--- config.mk ---
export PLATFORM = sky130hd
export DESIGN_NAME = lgs_row_cell
export DESIGN_NICKNAME = d
export VERILOG_FILES = /design/src/design/lgs_pkg.sv /design/src/design/lgs_row_cell.sv
export SDC_FILE = /design/constraint.sdc
export NUM_CORES = 1
export LEC_CHECK = 0
export BUFFER_PORTS_ARGS = -buffer_cell sky130_fd_sc_hd__buf_4
export CORE_MARGIN = 8
export CORE_UTILIZATION = 48
export DETAILED_ROUTE_END_ITERATION = 6
export GPL_TIMING_DRIVEN = 1
export PLACE_DENSITY = 0.8
export SYNTH_ARGS = -nofsm -noshare
export SYNTH_HDL_FRONTEND = slang
export SYNTH_SLANG_ARGS = --single-unit
--- constraint.sdc ---
create_clock -name clk -period 2.3 [get_ports clk]
set_clock_uncertainty 0.15 [all_clocks]
set_input_delay 0.23 -clock clk [delete_from_list [all_inputs] [get_ports clk]]
set_output_delay 0.23 -clock clk [all_outputs]
set_load 0.02 [all_outputs]
--- src/design/lgs_pkg.sv ---
// Package for the life generation step block: field widths, action and
// register codes, rule constants and the control word broadcast to the row cells.
// No dependencies.
package lgs_pkg;

  localparam int ACTION_W   = 2;
  localparam int X_W        = 6;
  localparam int Y_W        = 5;
  localparam int CNT_W      = 4;
  localparam int GW_W       = 7;
  localparam int GH_W       = 6;
  localparam int CFG_IDX_W  = 2;
  localparam int CFG_DATA_W = 7;

  // Item actions.
  localparam logic [ACTION_W-1:0] ACT_WRITE   = 2'd0;
  localparam logic [ACTION_W-1:0] ACT_READ    = 2'd1;
  localparam logic [ACTION_W-1:0] ACT_ADVANCE = 2'd2;

  // Configuration register indexes.
  localparam logic [CFG_IDX_W-1:0] CFG_GRID_WIDTH  = 2'd0;
  localparam logic [CFG_IDX_W-1:0] CFG_GRID_HEIGHT = 2'd1;

  localparam logic [GW_W-1:0] GW_RESET = 7'd40;
  localparam logic [GH_W-1:0] GH_RESET = 6'd20;
  localparam logic [GW_W-1:0] MIN_W    = 7'd3;
  localparam logic [GH_W-1:0] MIN_H    = 6'd3;

  // B3/S23: a dead cell with three neighbors is born, a live one with two or
  // three survives.
  localparam logic [CNT_W-1:0] BIRTH_COUNT   = 4'd3;
  localparam logic [CNT_W-1:0] SURVIVE_COUNT = 4'd2;

  typedef struct packed {
    logic            shift;   // rotate the active ring by one row toward cell 0
    logic            fix0;    // load cell 0 from the fix bus
    logic            wr_en;   // single cell write
    logic            wr_val;
    logic [X_W-1:0]  wr_x;
    logic [Y_W-1:0]  wr_y;
    logic [GH_W-1:0] h;       // rows in use
  } cell_ctrl_t;

endpackage

--- src/design/lgs_row_cell.sv ---
// One row cell of the board ring: holds a single row and takes its right
// neighbor's row when the ring rotates. Depends on lgs_pkg.
module lgs_row_cell import lgs_pkg::*; #(
  parameter int ROW_W = 64,
  parameter int IDX   = 0
) (
  input  logic             clk,
  input  logic             rst,
  input  cell_ctrl_t       ctrl,
  input  logic [ROW_W-1:0] next_row,
  input  logic [ROW_W-1:0] push_row,
  input  logic [ROW_W-1:0] fix_row,
  output logic [ROW_W-1:0] row
);

  localparam int XI = (ROW_W > 1) ? $clog2(ROW_W) : 1;

  logic active;
  logic is_tail;
  logic wr_hit;

  // Only the rows in use form the ring; the last of them takes the pushed row.
  assign active  = IDX < int'(ctrl.h);
  assign is_tail = IDX == int'(ctrl.h) - 1;
  assign wr_hit  = ctrl.wr_en && (IDX == int'(ctrl.wr_y));

  always_ff @(posedge clk) begin
    if (rst) begin
      row <= '0;
    end else begin
      priority if (ctrl.shift && active) begin
        row <= is_tail ? push_row : next_row;
      end else if (ctrl.fix0 && IDX == 0) begin
        row <= fix_row;
      end else if (wr_hit) begin
        row[ctrl.wr_x[XI-1:0]] <= ctrl.wr_val;
      end else begin
        row <= row;
      end
    end
  end

endmodule

==> qor.txt <==
# IOs: 279
Sw Ratio: 31.8%
Hold Buf Count CTS: 0
FMAX: 491 MHz
most common cell in the synthesized netlist: nand4_1
# port buffers: 278
crit path kind: in2reg
DP Wirelength: 20100 um
minimum hold slack: 0.120 ns
drt drc: 0
vias in the first global route: 7540
max-slew violation count: 0
largest registers: row: 64 flops
largest net degree at the start of global routing: 63
Cells after DPL: 1128
top post-synthesis cells by area: dfxtp_1 (22%), nand4_1 (8.8%), or4_1 (8.4%), nand2b_1 (7.1%), a21o_1 (5.6%)
max-cap viol count: 0
die area: 15900 um^2
final setup violation count: 0
Tot GR Track Use: 31.9%
Final Hold Vio Count: 0
drt via density: 6.79
pre-CTS setup slack: -0.0570 ns
Yosys warnings: 0
dominant cell type by area after synthesis: dfxtp_1
delay of the slowest critical-path stage: 0.76 ns
Starting Density: 48.7%
Post-Syn Nets: 974
gr ovfl total: 0
Netlist cell types: 45
Worst setup EP type: flip-flop
Worst Path Max Fanout: 62
fillcell total: 1051
critical path buffer and inverter count: 3
First-pass DRT Iterations: 6
clk slew on worst S/H paths: 0.06 ns
Synth top area share: 22.1%
Final period util: 88.5%
max reg flops: 64
area of the multi-input gates: 4110 um^2
crit-path cells: buf_4, or4_2, buf_4, o22ai_4, buf_12, a21o_1, o31ai_1
die height: 126 um
Slew Limit Headroom: 58.8%
clock sinks: 64
# rows: 40
syn_area_per_cell: 7.64 um^2
layout cells sized above 1: 35.7%
RSZ-0062 raised after global routing: no
Num CTS Buffers: 9
Resized cells post-CTS: 0
Post-CTS Setup Bufs: 0
Worst Setup Slack, final: 0.264 ns
Nets: 1207
status: completed
Core Area: 11900 um^2
pwr dens: 452 nW/um^2
antenna viol nets, final: 0
Iter 0 DRT Violations: 972
H-Tree Depth: 3
CP max-delay cell: or4_2
initial antenna violation count: 1
GP Congestion: 0.891
FF+latch area: 1280 um^2
ys flop type: dfxtp_1
# diodes: 0
Top delay family on crit path: simple AND/OR/NAND/NOR gates
Synth Instances: 759
clock power share: 35.0%
first-pass GRT wire length: 41100 um
CTS tree: done
final WL: 26600 um
CTS max path bufs: 2
Int Pwr: 2.61 mW
WL/cell: 23.3 um
Top reg by flops: row
Worst Max-Slew Pin Slew: 0.615 ns
critical path required time: 2.37 ns
CTS Root Cell: clkbuf_16
async set-reset flop share out of synthesis: 0%
Worst Path Arrival: 2.11 ns
Flop pwr share: 32.5%
vias post-DR: 7771
Combinational Power Share: 32.5%
Peak VDD IR: 0.325 mV
Layout Area Growth over Synthesis: 46.0%
die width: 126 um
Worst Hold Class: in2reg
most frequent cell on the critical path: buf_4
fin crit period: 2.04 ns
Leak: 3.41 nW
number of synthesized flops with an enable pin: 0
Post-Syn Area: 5800 um^2
top cells by count, synth: nand4_1 (82), clkbuf_1 (67), nand2b_1 (66)
Worst Setup Start Kind: input pin
FF+latch count, synth: 64
Seq/Total Area, Yosys: 22.1%
Net Sw Power: 1.22 mW
Cell Count, Final, Fillers Out: 1144
Worst-Skew Late Latency: 0.33 ns
## path summary, 6_finish.rpt
check / from / endpoint / slack [ns] / depth (start not counted)
setup / recovery: ctrl[1] / row[20] / 0.26 / 7
hold / removal: fix_row[56] / row[56] / 0.12 / 3
setup reg to reg: row[28] / row[28] / 1.44 / 2
hold reg to reg: row[60] / row[60] / 0.31 / 2
## cell families (layout without fill, tap and decap cells)
family	count (synthesis)	after routing	synth area share (%)
compound gates	270	270	34.0
buf+inv	106	344	7.90
flops	64	64	22.1
simple gates	319	319	36.0
## worst register-to-register path, stage by stage (launching register included)
cell     delay [ns]
dfxtp_1        0.33
nand2_1        0.05
o32ai_1        0.24
## layout make-up
class,count,share of cell area (%)
Clock buffer,13,3.19
Clock inverter,3,0.177
Sequential cell,64,15.1
Multi-Input combinational cell,589,48.5
Tap cell,147,2.17
Inverter,1,0.0443
Timing Repair Buffer,327,30.8
## per-layer routing
metal  track usage [%]  up-vias  wire length, um
met5                 0        -               13
li1                  -     3556                -
met4              12.0        2              857
met3              9.16       75             3050
met1              38.6     3644            10100
met2              52.5      494            12600
## power groups by stage
stage | Sequential [mW] | Combinational (mW) | Clock (mW)
after global placement | 1.27 | 1.22 | 0
after CTS | 1.25 | 1.23 | 1.33
after detailed placement | 1.27 | 1.23 | 0
after global routing | 1.26 | 1.32 | 1.39
after floorplan | 1.37 | 0.497 | 0
final | 1.25 | 1.24 | 1.34
## per-stage QoR
stage / setup TNS (ns) / cell area [um^2] / utilization, % / total power, mW
2_1_floorplan: 0 / 5800 / - / 1.87
3_3_place_gp: -0.536 / 8180 / 68.7 / 2.48
3_5_place_dp: -1.62 / 8180 / 68.7 / 2.50
4_1_cts: 0 / 8470 / 71.1 / 3.81
5_1_grt: 0 / 8470 / 71.1 / 3.97
6_report: 0 / 8470 / 71.1 / 3.83
## placed cells by master, fill, tap and decap left out, types with 5 or more instances in the layout
cell / n
buf_4: 315
nand4_1: 82
nand2b_1: 66
or4_1: 64
dfxtp_1: 64
o21ai_0: 44
a21o_1: 43
o31ai_1: 43
nand2_1: 41
a221oi_1: 36
o221ai_1: 28
o21ai_1: 25
o21a_1: 12
o2111ai_1: 12
buf_12: 12
o32ai_1: 9
clkbuf_16: 9
nor4_1: 8
a22o_1: 8
nand4b_1: 7
nor4b_1: 6
nor3b_1: 6
and3b_1: 5
(Power assumes the default switching activity.)
