==> config.mk <==
export PLATFORM = sky130hd
export DESIGN_NAME = lgs_rule_unit
export DESIGN_NICKNAME = d
export VERILOG_FILES = /design/src/design/lgs_pkg.sv /design/src/design/lgs_rule_unit.sv
export SDC_FILE = /design/constraint.sdc
export NUM_CORES = 1
export LEC_CHECK = 0
export BUFFER_PORTS_ARGS = -buffer_cell sky130_fd_sc_hd__buf_2
export CORE_AREA = 2 2 169 171
export DETAILED_ROUTE_END_ITERATION = 10
export DIE_AREA = 0 0 171 173
export GPL_ROUTABILITY_DRIVEN = 1
export PLACE_DENSITY = 0.75
export SLEW_MARGIN = 0
export SYNTH_ARGS = -nofsm -noshare
export SYNTH_HDL_FRONTEND = slang
export SYNTH_SLANG_ARGS = --single-unit
==> constraint.sdc <==
create_clock -name vclk -period 8.6
set_input_delay 1.72 -clock vclk [all_inputs]
set_output_delay 1.72 -clock vclk [all_outputs]
set_load 0.02 [all_outputs]
==> src/design/lgs_pkg.sv <==
// Package for the life generation step block: field widths, action and
// register codes, rule constants and the control word broadcast to the row cells.
// No dependencies.
package lgs_pkg;

  localparam int ACTION_W   = 2;
  localparam int X_W        = 6;
  localparam int Y_W        = 5;
  localparam int CNT_W      = 4;
  localparam int GW_W       = 7;
  localparam int GH_W       = 6;
  localparam int CFG_IDX_W  = 2;
  localparam int CFG_DATA_W = 7;

  // Item actions.
  localparam logic [ACTION_W-1:0] ACT_WRITE   = 2'd0;
  localparam logic [ACTION_W-1:0] ACT_READ    = 2'd1;
  localparam logic [ACTION_W-1:0] ACT_ADVANCE = 2'd2;

  // Configuration register indexes.
  localparam logic [CFG_IDX_W-1:0] CFG_GRID_WIDTH  = 2'd0;
  localparam logic [CFG_IDX_W-1:0] CFG_GRID_HEIGHT = 2'd1;

  localparam logic [GW_W-1:0] GW_RESET = 7'd40;
  localparam logic [GH_W-1:0] GH_RESET = 6'd20;
  localparam logic [GW_W-1:0] MIN_W    = 7'd3;
  localparam logic [GH_W-1:0] MIN_H    = 6'd3;

  // B3/S23: a dead cell with three neighbors is born, a live one with two or
  // three survives.
  localparam logic [CNT_W-1:0] BIRTH_COUNT   = 4'd3;
  localparam logic [CNT_W-1:0] SURVIVE_COUNT = 4'd2;

  typedef struct packed {
    logic            shift;   // rotate the active ring by one row toward cell 0
    logic            fix0;    // load cell 0 from the fix bus
    logic            wr_en;   // single cell write
    logic            wr_val;
    logic [X_W-1:0]  wr_x;
    logic [Y_W-1:0]  wr_y;
    logic [GH_W-1:0] h;       // rows in use
  } cell_ctrl_t;

endpackage

==> src/design/lgs_rule_unit.sv <==
// Row-wide B3/S23 rule: the next state of one row from the rows above and
// below, with wrap at the width in use. Depends on lgs_pkg.
module lgs_rule_unit import lgs_pkg::*; #(
  parameter int ROW_W = 64
) (
  input  logic [ROW_W-1:0] up,
  input  logic [ROW_W-1:0] mid,
  input  logic [ROW_W-1:0] dn,
  input  logic [GW_W-1:0]  w,
  output logic [ROW_W-1:0] next_row
);

  localparam int XI = (ROW_W > 1) ? $clog2(ROW_W) : 1;

  logic [XI-1:0] last;
  logic          up_last;
  logic          mid_last;
  logic          dn_last;

  assign last     = XI'(w - 7'd1);
  assign up_last  = up[last];
  assign mid_last = mid[last];
  assign dn_last  = dn[last];

  for (genvar i = 0; i < ROW_W; i++) begin : g_col
    logic             ul, ml, dl, ur, mr, dr;
    logic [CNT_W-1:0] n;

    if (i == 0) begin : g_left_wrap
      assign ul = up_last;
      assign ml = mid_last;
      assign dl = dn_last;
    end else begin : g_left
      assign ul = up[i-1];
      assign ml = mid[i-1];
      assign dl = dn[i-1];
    end

    if (i == ROW_W - 1) begin : g_right_wrap
      assign ur = up[0];
      assign mr = mid[0];
      assign dr = dn[0];
    end else begin : g_right
      logic wrap_r;
      assign wrap_r = (GW_W'(i + 1) == w);
      assign ur = wrap_r ? up[0] : up[i+1];
      assign mr = wrap_r ? mid[0] : mid[i+1];
      assign dr = wrap_r ? dn[0] : dn[i+1];
    end

    assign n = CNT_W'(ul) + CNT_W'(up[i]) + CNT_W'(ur) + CNT_W'(ml) + CNT_W'(mr)
             + CNT_W'(dl) + CNT_W'(dn[i]) + CNT_W'(dr);

    // Columns beyond the width in use keep their value.
    assign next_row[i] = (GW_W'(i) < w)
                       ? ((n == BIRTH_COUNT) || (mid[i] && (n == SURVIVE_COUNT)))
                       : mid[i];
  end

endmodule

==> metrics.txt <==
status=completed; DRT iter0 DRCs=1248; RePlAce Congestion=0.980; FMAX=120 MHz; synthesized cell area=15000 um2; worst hold path stage count=4; final count of pins violating max slew=0; TNS Setup=0 ps; sink of the worst hold path=next_row[30]; Final period util=0.971; slew at the pin with the worst max-slew slack=1240 ps; WP data arrival=6630 ps; vias per cell=6.14; # clk buffers=0; WL per Instance=21.3 um; Seq/Total Area, Yosys=0; Post-Place Cells=2262; min-delay worst type=in -> out; routed vias=13900; Die Ht=173 um; antenna viol nets, final=0; CP max FO=12; die area=29600 um2; total track usage=0.333; GRT Max-Usage Layer=met2; # port buffers=263; initial antenna violation count=7; first-pass GRT wire length=77500 um; gr ovfl total=0; worst-case vdd ir drop=0.0000792 V; placement-stage cell area=16700 um2; ranking of synthesized cells by area=fa_1, ha_1, mux2i_1; max-cap violation count=0; most area-hungry cell type in the Yosys netlist=fa_1; Final min period=8350 ps; design area=16800 um2; slew margin rel.=0.167; Warnings, synthesis=0; die outline width=171 um; Starting Density=0.543; DR pass1 iterations=7; CP startpoint kind=input port; IO Pins=263; number of global-route vias before repair=14300; seq_cells=0; unrepaired setup endpoints after global routing=false; dpl hpwl=40600 um; core area=27600 um2; Fillers=2473; crit end category=output port; synth unique cells=51; P&R area growth vs syn=11.8%; layout cell share with drive strength beyond 1=0.216; # rows=61; hold wc startpoint=mid[30]; M1 GR Usage=0.457; pin count of the biggest net entering global routing=67; Yosys top cell area share=0.342; Mapped Nets=2306; Post-CTS Setup Inserts=0; PD cells=114 nW/um2; multi-input logic area=13900 um2; critical path class=in -> out; Lkg Pwr=7.77 nW; final WL=48300 um; Setup Viol. Count Final=0; met2 Use GR=0.537; fin cells=2267; met3 Track Usage GR=0.0469; Net count, final=2536; final hold vios=0; Post-CTS Resized=0; post-synthesis area per instance=9.05 um2; register area=0 um2; # DRC=0; Hold-fix buffers, CTS=0; critical path required time=6880 ps; Post-Syn Instances=1656
[cell usage in the layout, fill, tap and decap left out, drive strengths merged, types with 7 or more instances in the layout]
cell,synthesis,layout
nand2,142,142
mux4,48,48
ha,195,195
mux2,44,44
nand2b,7,7
nor3,21,21
o21ai,112,112
nor2,72,72
a21oi,221,221
inv,212,212
fa,256,256
mux2i,116,116
nor2b,8,8
nand3,81,81
buf,25,290
[cell type report]
class | count | share of cell area
Antenna cell | 5 | 0.000746
Inverter | 212 | 0.0475
Multi-Input combinational cell | 1382 | 0.831
Tap cell | 378 | 0.0282
Timing Repair Buffer | 290 | 0.0930
[cell families (layout without fill, tap and decap cells)]
kind of cell,Yosys count,in the layout,share of synthesized area
compound gates,369,369,0.130
other cells,0,5,0
simple gates,353,353,0.110
xor+xnor,1,1,0.000584
fa+ha+maj,451,451,0.505
mux,208,208,0.183
buf+inv,274,502,0.0724
[metal layers]
metal  part of all wire  routed length [um]  vias up
met5            0.00029                  14        -
met1               0.39               19000     6842
met3              0.093                4490      142
li1                   -                   -     6200
met4              0.044                2100        4
met2               0.47               22700      740
[how the worst max path moves through the flow]
stage / slack, ps / startpoint / depth (start not counted) / endpoint
6_report: 250 / w[0] / 20 / next_row[0]
5_1_grt: 90 / w[0] / 19 / next_row[0]
4_1_cts: 290 / w[0] / 21 / next_row[0]
3_5_place_dp: 300 / w[0] / 21 / next_row[0]
3_3_place_gp: 310 / w[0] / 21 / next_row[0]
2_1_floorplan: 490 / w[0] / 20 / next_row[0]
[Yosys cell counts (2+ instances only)]
master    count
a22oi_1       2
mux2i_1     116
mux2_2       44
o21bai_1      6
nor3b_2       2
o211ai_1      5
clkbuf_1     37
nor3_1       13
buf_1         2
or2_2         4
buf_6         2
nand2b_1      7
nor2b_1       8
nand4_1       2
a22o_1        2
nor2_1       72
a21oi_1     221
o21ai_0     109
a31oi_1       6
buf_2        15
inv_1       211
nand3_1      81
mux4_2       48
and3_1        3
o22a_1        2
nor3_2        8
ha_1        195
buf_4         6
fa_1        256
nor4b_2       2
o21a_1        2
a21o_1        3
o31ai_2       2
nand2_1     142
o21ai_1       3
a211o_1       2
[power by group]
| group | internal, mW | switching [mW] | total, mW |
|---|---|---|---|
| Combinational | 0.783 | 1.12 | 1.90 |
| Clock | 0.0000000781 | 0 | 0.0000000782 |
| Sequential | 0 | 0 | 0 |
| Total | 0.783 | 1.12 | 1.90 |
[metrics by stage]
| step | power [mW] | setup slack [ps] | util | hold WS [ps] |
|---|---|---|---|---|
| 6_report | 1.90 | 253 | 0.607 | 3830 |
| 3_3_place_gp | 1.79 | 309 | 0.606 | 3820 |
| 4_1_cts | 1.90 | 292 | 0.606 | 3830 |
| 2_1_floorplan | 1.33 | 488 | - | 3610 |
| 5_1_grt | 2.19 | 85.1 | 0.607 | 3860 |
| 3_5_place_dp | 1.89 | 298 | 0.606 | 3830 |
[worst max-delay path, stage by stage]
cell and delay, ps:
buf_4 170, inv_2 70, ha_2 570, buf_12 200, mux4_2 310, o21ai_0 100
nand3_1 100, nor3_1 350, nor4b_2 110, fa_1 490, inv_1 50, fa_1 500
fa_1 540, inv_1 40, ha_1 210, fa_1 380, o21ai_0 170, a21oi_1 90
a21oi_1 210, buf_2 220
No activity file was read; power rests on OpenSTA's default activity.
